`config.mk`:
```
export PLATFORM = sky130hd
export DESIGN_NAME = aspect_fit_rect_align
export DESIGN_NICKNAME = d
export VERILOG_FILES = /design/src/rtl/core/afr_pkg.sv /design/src/rtl/core/afr_div.sv /design/src/rtl/core/aspect_fit_rect_align.sv
export SDC_FILE = /design/constraint.sdc
export NUM_CORES = 2
export LEC_CHECK = 0
export ABC_AREA = 1
export ABC_CLOCK_PERIOD_IN_PS = 15800
export BUFFER_PORTS_ARGS = -buffer_cell sky130_fd_sc_hd__buf_2
export CORE_MARGIN = 4
export CORE_UTILIZATION = 55
export CTS_CLUSTER_SIZE = 24
export DETAILED_ROUTE_END_ITERATION = 8
export GPL_TIMING_DRIVEN = 0
export PLACE_DENSITY = 0.71
export SLEW_MARGIN = 0
export SYNTH_ARGS = -nofsm -noshare
export SYNTH_HDL_FRONTEND = slang
export SYNTH_SLANG_ARGS = --single-unit
```
`constraint.sdc`:
```
create_clock -name clk_i -period 15.8 [get_ports clk_i]
set_clock_uncertainty 0.15 [all_clocks]
set_input_delay 0.79 -clock clk_i [delete_from_list [all_inputs] [get_ports clk_i]]
set_output_delay 0.79 -clock clk_i [all_outputs]
set_load 0.05 [all_outputs]
```
`src/rtl/core/afr_pkg.sv`:
```
`timescale 1ns / 1ps
`default_nettype none

package afr_pkg;

  typedef enum logic [1:0] {
    ALIGN_NEAR   = 2'd0,
    ALIGN_CENTER = 2'd1,
    ALIGN_FAR    = 2'd2
  } afr_align_e;

endpackage

`default_nettype wire

```
`src/rtl/core/afr_div.sv`:
```
`timescale 1ns / 1ps
`default_nettype none

module afr_div #(
  parameter int unsigned COORD_BITS = 12,
  parameter int unsigned SIDE_BITS  = 79
) (
  input  wire logic                    clk_i,
  input  wire logic                    rst_ni,
  input  wire logic                    in_valid_i,
  output logic                         in_ready_o,
  input  wire logic [2*COORD_BITS+1:0] num_i,
  input  wire logic [COORD_BITS:0]     den_i,
  input  wire logic [SIDE_BITS-1:0]    side_i,
  output logic                         out_valid_o,
  input  wire logic                    out_ready_i,
  output logic [COORD_BITS-1:0]        quo_o,
  output logic [SIDE_BITS-1:0]         side_o
);

  localparam int unsigned N     = COORD_BITS;
  localparam int unsigned NUM_W = 2 * COORD_BITS + 2;

  logic                 valid_q [N];
  logic [NUM_W-1:0]     rem_q   [N];
  logic [N:0]           den_q   [N];
  logic [N-1:0]         quo_q   [N];
  logic [SIDE_BITS-1:0] side_q  [N];
  logic [N:0]           ready;

  assign ready[N] = out_ready_i;

  for (genvar k = 0; k < N; k++) begin : g_stage
    localparam int unsigned Shift = N - 1 - k;

    logic                 v_in;
    logic [NUM_W-1:0]     r_in;
    logic [N:0]           d_in;
    logic [N-1:0]         q_in;
    logic [SIDE_BITS-1:0] s_in;
    logic [NUM_W:0]       diff;
    logic                 q_bit;
    logic [NUM_W-1:0]     rem_d;
    logic [N-1:0]         quo_d;

    if (k == 0) begin : g_first
      assign v_in = in_valid_i;
      assign r_in = num_i;
      assign d_in = den_i;
      assign q_in = '0;
      assign s_in = side_i;
    end else begin : g_next
      assign v_in = valid_q[k-1];
      assign r_in = rem_q[k-1];
      assign d_in = den_q[k-1];
      assign q_in = quo_q[k-1];
      assign s_in = side_q[k-1];
    end

    // trial subtract of the shifted divisor, one quotient bit per stage
    assign diff  = {1'b0, r_in} - {1'b0, (NUM_W'(d_in) << Shift)};
    assign q_bit = ~diff[NUM_W];
    assign rem_d = q_bit ? diff[NUM_W-1:0] : r_in;
    assign quo_d = {q_in[N-2:0], q_bit};

    assign ready[k] = ~valid_q[k] | ready[k+1];

    always_ff @(posedge clk_i or negedge rst_ni) begin
      if (!rst_ni) begin
        valid_q[k] <= 1'b0;
      end else if (ready[k]) begin
        valid_q[k] <= v_in;
      end
    end

    always_ff @(posedge clk_i) begin
      if (ready[k] && v_in) begin
        rem_q[k]  <= rem_d;
        den_q[k]  <= d_in;
        quo_q[k]  <= quo_d;
        side_q[k] <= s_in;
      end
    end
  end

  assign in_ready_o  = ready[0];
  assign out_valid_o = valid_q[N-1];
  assign quo_o       = quo_q[N-1];
  assign side_o      = side_q[N-1];

endmodule

`default_nettype wire

```
`src/rtl/core/aspect_fit_rect_align.sv`:
```
`timescale 1ns / 1ps
`default_nettype none

// Fits a rectangle into a bounding box keeping its aspect ratio, with half-up rational
// rounding, and places it by horizontal and vertical alignment. One request is taken
// every cycle while in_stall_o is low, and each request passes through registers for the
// two products, the fit decision, the restoring divider that retires one quotient bit
// per stage, and placement. An empty box or rectangle returns fit_valid low, zero
// position and the rectangle size unchanged.
module aspect_fit_rect_align #(
  parameter int unsigned COORD_BITS = 12
) (
  input  wire logic                         clk_i,
  input  wire logic                         rst_ni,
  input  wire logic                         in_valid_i,
  output logic                              in_stall_o,
  input  wire logic [COORD_BITS-1:0]        bounds_left_i,
  input  wire logic [COORD_BITS-1:0]        bounds_top_i,
  input  wire logic [COORD_BITS-1:0]        bounds_width_i,
  input  wire logic [COORD_BITS-1:0]        bounds_height_i,
  input  wire logic [COORD_BITS-1:0]        rect_width_i,
  input  wire logic [COORD_BITS-1:0]        rect_height_i,
  input  wire logic [1:0]                   h_align_i,
  input  wire logic [1:0]                   v_align_i,
  output logic                              out_valid_o,
  input  wire logic                         out_stall_i,
  output logic                              fit_valid_o,
  output logic signed [COORD_BITS+1:0]      out_left_o,
  output logic signed [COORD_BITS+1:0]      out_top_o,
  output logic [COORD_BITS-1:0]             out_width_o,
  output logic [COORD_BITS-1:0]             out_height_o
);

  localparam int unsigned N     = COORD_BITS;
  localparam int unsigned NUM_W = 2 * COORD_BITS + 2;
  localparam int unsigned POS_W = COORD_BITS + 2;

  typedef struct packed {
    logic         empty;
    logic         shrink;
    logic         tall;
    logic [N-1:0] bl;
    logic [N-1:0] bt;
    logic [N-1:0] bw;
    logic [N-1:0] bh;
    logic [N-1:0] rw;
    logic [N-1:0] rh;
    logic [1:0]   ha;
    logic [1:0]   va;
  } side_t;

  localparam int unsigned SIDE_BITS = $bits(side_t);

  function automatic logic [POS_W-1:0] place(logic [N-1:0] edge_pos, logic [N-1:0] box,
                                             logic [N-1:0] size, logic [1:0] align);
    logic [N:0] slack;
    logic [POS_W-1:0] pos;
    slack = {1'b0, box} - {1'b0, size} + (N+1)'(1);
    unique case (align)
      afr_pkg::ALIGN_CENTER: pos = POS_W'(edge_pos) + POS_W'(slack >> 1);
      afr_pkg::ALIGN_FAR:    pos = POS_W'(edge_pos) + POS_W'(box) - POS_W'(1) - POS_W'(size);
      default:               pos = POS_W'(edge_pos);
    endcase
    return pos;
  endfunction

  // handshake chain
  logic out_valid_q;
  logic s1_valid_q, s2_valid_q;
  logic r_out, r_div, r2, r1;
  logic div_out_valid;

  assign r_out      = ~out_valid_q | ~out_stall_i;
  assign r2         = ~s2_valid_q | r_div;
  assign r1         = ~s1_valid_q | r2;
  assign in_stall_o = ~r1;

  // stage 1: products
  side_t          s1_side_d, s1_side_q;
  logic [2*N-1:0] s1_pa_q, s1_pb_q;
  logic [2*N-1:0] s1_pa_d, s1_pb_d;

  always_comb begin
    s1_side_d        = '0;
    s1_side_d.bl     = bounds_left_i;
    s1_side_d.bt     = bounds_top_i;
    s1_side_d.bw     = bounds_width_i;
    s1_side_d.bh     = bounds_height_i;
    s1_side_d.rw     = rect_width_i;
    s1_side_d.rh     = rect_height_i;
    s1_side_d.ha     = h_align_i;
    s1_side_d.va     = v_align_i;
    s1_side_d.empty  = (bounds_width_i == '0) | (bounds_height_i == '0) |
                       (rect_width_i == '0) | (rect_height_i == '0);
    s1_side_d.shrink = (rect_width_i > bounds_width_i) | (rect_height_i > bounds_height_i);
    s1_pa_d          = rect_height_i * bounds_width_i;
    s1_pb_d          = rect_width_i * bounds_height_i;
  end

  always_ff @(posedge clk_i or negedge rst_ni) begin
    if (!rst_ni) begin
      s1_valid_q <= 1'b0;
    end else if (r1) begin
      s1_valid_q <= in_valid_i;
    end
  end

  always_ff @(posedge clk_i) begin
    if (r1 && in_valid_i) begin
      s1_side_q <= s1_side_d;
      s1_pa_q   <= s1_pa_d;
      s1_pb_q   <= s1_pb_d;
    end
  end

  // stage 2: width-first height too tall, pick divider operands
  side_t            s2_side_d, s2_side_q;
  logic [NUM_W-1:0] s2_num_d, s2_num_q;
  logic [N:0]       s2_den_d, s2_den_q;
  logic [NUM_W-1:0] two_pa, two_pb;

  assign two_pa = {1'b0, s1_pa_q, 1'b0};
  assign two_pb = {1'b0, s1_pb_q, 1'b0};

  always_comb begin
    s2_side_d      = s1_side_q;
    s2_side_d.tall = two_pa >= (two_pb + NUM_W'(s1_side_q.rw));
    if (s2_side_d.tall) begin
      s2_num_d = two_pb + NUM_W'(s1_side_q.rh);
      s2_den_d = {s1_side_q.rh, 1'b0};
    end else begin
      s2_num_d = two_pa + NUM_W'(s1_side_q.rw);
      s2_den_d = {s1_side_q.rw, 1'b0};
    end
  end

  always_ff @(posedge clk_i or negedge rst_ni) begin
    if (!rst_ni) begin
      s2_valid_q <= 1'b0;
    end else if (r2) begin
      s2_valid_q <= s1_valid_q;
    end
  end

  always_ff @(posedge clk_i) begin
    if (r2 && s1_valid_q) begin
      s2_side_q <= s2_side_d;
      s2_num_q  <= s2_num_d;
      s2_den_q  <= s2_den_d;
    end
  end

  // divider pipeline
  logic [N-1:0]         div_quo;
  logic [SIDE_BITS-1:0] div_side_bits;
  side_t                div_side;

  afr_div #(
    .COORD_BITS(COORD_BITS),
    .SIDE_BITS (SIDE_BITS)
  ) u_div (
    .clk_i      (clk_i),
    .rst_ni     (rst_ni),
    .in_valid_i (s2_valid_q),
    .in_ready_o (r_div),
    .num_i      (s2_num_q),
    .den_i      (s2_den_q),
    .side_i     (s2_side_q),
    .out_valid_o(div_out_valid),
    .out_ready_i(r_out),
    .quo_o      (div_quo),
    .side_o     (div_side_bits)
  );

  assign div_side = side_t'(div_side_bits);

  // output stage: size selection and placement
  logic             fit_d, fit_q;
  logic [POS_W-1:0] left_d, left_q, top_d, top_q;
  logic [N-1:0]     w_d, w_q, h_d, h_q;

  always_comb begin
    w_d = div_side.rw;
    h_d = div_side.rh;
    if (div_side.shrink) begin
      if (div_side.tall) begin
        w_d = div_quo;
        h_d = div_side.bh;
      end else begin
        w_d = div_side.bw;
        h_d = div_quo;
      end
    end
    fit_d  = ~div_side.empty;
    left_d = place(div_side.bl, div_side.bw, w_d, div_side.ha);
    top_d  = place(div_side.bt, div_side.bh, h_d, div_side.va);
    if (div_side.empty) begin
      w_d    = div_side.rw;
      h_d    = div_side.rh;
      left_d = '0;
      top_d  = '0;
    end
  end

  always_ff @(posedge clk_i or negedge rst_ni) begin
    if (!rst_ni) begin
      out_valid_q <= 1'b0;
    end else if (r_out) begin
      out_valid_q <= div_out_valid;
    end
  end

  always_ff @(posedge clk_i) begin
    if (r_out && div_out_valid) begin
      fit_q  <= fit_d;
      left_q <= left_d;
      top_q  <= top_d;
      w_q    <= w_d;
      h_q    <= h_d;
    end
  end

  assign out_valid_o  = out_valid_q;
  assign fit_valid_o  = fit_q;
  assign out_left_o   = signed'(left_q);
  assign out_top_o    = signed'(top_q);
  assign out_width_o  = w_q;
  assign out_height_o = h_q;

endmodule

`default_nettype wire

```
==> metrics.txt <==
# TYPE chip_impl_metric gauge
chip_impl_metric{name="setup_tns_final",unit="ns"} 0
chip_impl_metric{name="clock_path_buffers",unit=""} 3
chip_impl_metric{name="arrival",unit="ns"} 6.23
chip_impl_metric{name="highest_cell_delay_on_the_worst_timing_path",unit="ns"} 0.58
chip_impl_metric{name="cts-resized-gates",unit=""} 0
chip_impl_info{name="critPathTopFamily",value="adder cells"} 1
chip_impl_metric{name="antenna_violating_nets_post_route",unit=""} 0
chip_impl_metric{name="overflow",unit=""} 0
chip_impl_info{name="synth_area_leader_cell",value="edfxtp_1"} 1
chip_impl_metric{name="number_of_enable_flip_flop_cells_after_synthesis",unit=""} 1728
chip_impl_metric{name="instances_no_fill",unit=""} 9356
chip_impl_metric{name="timing.fmax",unit="GHz"} 0.1703
chip_impl_metric{name="clock_sink_count",unit=""} 1743
chip_impl_metric{name="final_core_utilization",unit=""} 0.6197
chip_impl_info{name="worstPathCellList",value="buf_2 -> clkbuf_1 -> nand2_1 -> fa_1 -> fa_1 -> inv_1 -> fa_1 -> fa_1 -> inv_1 -> fa_1 -> inv_1 -> ha_1 -> nand2_1 -> o21bai_1 -> nor2_1 -> o21ai_0 -> nand3_1 -> nand2_1 -> xor2_1"} 1
chip_impl_metric{name="cts_inserted_buffers",unit=""} 168
chip_impl_metric{name="wl_per_cell",unit="um"} 19.07
chip_impl_metric{name="grt_pass1_vias",unit=""} 49980
chip_impl_info{name="post_synth_main_area_contributors",value="edfxtp_1 62%, ha_1 6.7%, nand2_1 6.0%"} 1
chip_impl_metric{name="critPathMaxFanout",unit=""} 10
chip_impl_info{name="clockRootBuffer",value="clkbuf_16"} 1
chip_impl_metric{name="timing.hold.ws",unit="ns"} 0.05843
chip_impl_info{name="critical_path_cell_with_the_highest_stage_delay",value="clkbuf_1"} 1
chip_impl_metric{name="cts.htree.levels",unit=""} 4
chip_impl_metric{name="drt_iter0_drc",unit=""} 3516
chip_impl_metric{name="horiz_die_dim",unit="um"} 396.7
chip_impl_metric{name="postSynthAreaPerCell",unit="um2"} 12.16
chip_impl_info{name="rsz0062_at_grt",value="no"} 1
chip_impl_metric{name="netlist_area",unit="um2"} 83110
chip_impl_metric{name="hold_viol_final",unit=""} 0
chip_impl_metric{name="numPlacedInstances",unit=""} 9019
chip_impl_metric{name="clk_transition_reported_paths",unit="ns"} 0.06
chip_impl_metric{name="final_slew_viol_count",unit=""} 0
chip_impl_metric{name="drv_cap",unit=""} 0
chip_impl_info{name="cell_with_the_most_instances_after_synthesis",value="edfxtp_1"} 1
chip_impl_metric{name="grt_antenna_before_repair",unit=""} 6
chip_impl_metric{name="port_buffers",unit=""} 134
chip_impl_metric{name="synthArstFlopShare",unit=""} 0.008606
chip_impl_metric{name="aggregate_global_route_resource_usage",unit=""} 0.2297
chip_impl_info{name="startpoint_type",value="primary input"} 1
chip_impl_metric{name="clock_insertion_delay_worst_skew",unit="ns"} 0.77
chip_impl_metric{name="finish.net_count",unit=""} 7967
chip_impl_metric{name="wl",unit="um"} 178400
chip_impl_info{name="cp_common_cell",value="fa_1"} 1
chip_impl_metric{name="fin_crit_sh",unit=""} 0.3716
chip_impl_metric{name="syn-num-nets",unit=""} 7604
chip_impl_metric{name="core_area",unit="um2"} 150000
chip_impl_info{name="worst_setup_path_end_kind",value="flip-flop"} 1
chip_impl_metric{name="setup-violations-final",unit=""} 0
chip_impl_metric{name="place_hpwl",unit="um"} 129800
chip_impl_metric{name="ys.warnings.count",unit=""} 0
chip_impl_metric{name="floorplan.rows",unit=""} 142
chip_impl_info{name="outcome",value="finished, final reports clean"} 1
chip_impl_metric{name="drt_pass1_iterations",unit=""} 5
chip_impl_metric{name="areaGrowthSynthToFinish",unit="%"} 11.81
chip_impl_metric{name="route.detailed.drc",unit=""} 0
chip_impl_metric{name="slew-limit-headroom",unit=""} 0.3589
chip_impl_info{name="critPathKind",value="in -> reg"} 1
chip_impl_metric{name="cell_variety_after_synth",unit=""} 61
chip_impl_metric{name="io_pins",unit=""} 135
chip_impl_metric{name="via_per_inst",unit=""} 5.275
chip_impl_info{name="synth_top_cells_by_count",value="1,728 x edfxtp_1, 1,319 x nand2_1, 1,065 x inv_1"} 1
chip_impl_metric{name="global_route_wire_length_before_repair",unit="um"} 281000
chip_impl_metric{name="ys_ff_latch",unit=""} 1743
chip_impl_metric{name="critical_path_buf_inv_count",unit=""} 5
chip_impl_metric{name="worst_pin_slew",unit="ns"} 0.9594
chip_impl_info{name="cts_tree",value="yes"} 1
chip_impl_metric{name="fp.dieH",unit="um"} 396.7
chip_impl_metric{name="syn-instance-count",unit=""} 6836
chip_impl_metric{name="routed-via-count",unit=""} 49350
chip_impl_metric{name="min_period",unit="ns"} 5.872
chip_impl_metric{name="ff2ff_setup_slack",unit="ns"} 10.22
chip_impl_info{name="dominantRegCellSynth",value="edfxtp_1"} 1
chip_impl_metric{name="synth_largest_type_area_fraction",unit=""} 0.6243
chip_impl_metric{name="synth_sequential_area_ratio",unit=""} 0.6288
chip_impl_info{name="holdCritPathClass",value="in -> reg"} 1
chip_impl_metric{name="worstPathRequired",unit="ns"} 16.16
chip_impl_metric{name="routabilityCongestion",unit=""} 0.9270
chip_impl_metric{name="dieArea",unit="um2"} 157400
chip_impl_metric{name="grt_start_max_net_pins",unit=""} 98
chip_impl_metric{name="layout-drive-gt1-share",unit=""} 0.07590
chip_impl_metric{name="start_util",unit=""} 0.5543
[placed cells by master, fill, tap and decap left out, types with 42 or more instances in the layout]
master	instances
o21ai_1	42
edfxtp_1	1728
clkbuf_1	103
nand4_1	67
xor2_1	119
clkbuf_16	170
a21oi_1	321
xnor2_1	117
nand3_1	208
ha_1	444
nor3_1	50
buf_2	149
o21ai_0	306
inv_1	1058
nor2_1	346
nand2_1	1319
fa_1	244
[stage by stage]
| stage | setup WS, ns | area [um2] |
|---|---|---|
| floorplan | 8.062 | 83110 |
| global route | 9.619 | 92930 |
| CTS | 9.956 | 92930 |
| global placement | 5.116 | 86310 |
| finish | 9.928 | 92930 |
| detailed placement | 9.135 | 87150 |
[layer usage]
metal	GRT usage	share of wire
met1	0.3015	0.42
met5	0	0
met2	0.3955	0.49
met4	0.07902	0.036
met3	0.03155	0.048
[layout make-up]
cell class                 instances  area, um2
antenna                            1      2.502
buffer                           105      515.5
clock buffer                     205       4415
clock inverter                   105       1104
fill                           11680      57020
inverter                        1076       4074
multi-input combinational       3912      26360
sequential                      1743      52270
tap                             2016       2522
timing repair buffer             193       1674
[logic make-up (layout without fill, tap and decap cells)]
group / count (synthesis) / in the layout / synth area share
simple gates: 2112 / 2112 / 0.1066
flops: 1743 / 1743 / 0.6288
buf+inv: 1181 / 1684 / 0.05486
compound gates: 876 / 876 / 0.05922
fa+ha+maj: 688 / 688 / 0.1256
xor+xnor: 236 / 236 / 0.02487
other cells: 0 / 1 / 0
[registers in the layout, summed over array words and instances (netlist names), 24 cells and up]
| name | count |
|---|---|
| u_div.den_q | 121 |
| s2_num_q | 26 |
| s1_pa_q | 24 |
| s2_side_q | 79 |
| s1_pb_q | 24 |
| s1_side_q | 78 |
| u_div.quo_q | 78 |
| u_div.rem_q | 286 |
| u_div.side_q | 948 |
[repair_timing]
item,CTS,global route
endpoints found under the hold margin,40,0
setup buffers,0,0
hold buffers,26,0
[worst reg2reg max path: stages (launching register included)]
cell	delay [ns]
edfxtp_1	0.38
clkbuf_1	0.22
inv_1	0.19
buf_1	0.40
nor2_1	0.08
o22ai_1	0.46
ha_1	0.34
inv_1	0.05
ha_1	0.13
inv_1	0.07
fa_1	0.39
o21ai_0	0.45
nand4_1	0.15
nand2_1	0.11
nand2_1	0.07
nand2_1	0.06
a21oi_1	0.07
xnor2_1	0.18
ha_1	0.38
inv_1	0.08
nor3_1	0.23
nand3_1	0.15
nand3_1	0.11
nand2_1	0.05
nand3_1	0.07
o21ai_0	0.08
o21ai_0	0.16
inv_1	0.06
[path summary, 6_finish.rpt]
path | from | endpoint | depth (start not counted)
worst min register to register | u_div.side_q[0][166]$_DFFE_PP_ | u_div.side_q[0][245]$_DFFE_PP_ | 0
worst max-delay path | bounds_width_i[4] | s1_pa_q[20]$_DFFE_PP_ | 19
min in group asynchronous | rst_ni | s1_valid_q$_DFFE_PN0N_ | 2
max in group asynchronous | rst_ni | u_div.g_stage[9].v_in$_DFFE_PN0P_ | 2
worst min-delay path | bounds_top_i[10] | s1_side_q[62]$_DFFE_PP_ | 1
worst max register to register | u_div.side_q[2][313]$_DFFE_PP_ | out_left_o[11]$_SDFFCE_PP0P_ | 27
Power is left out: the tool's default activity adds up to more than one toggle a clock period on the data nets, which glitch-free logic cannot reach.
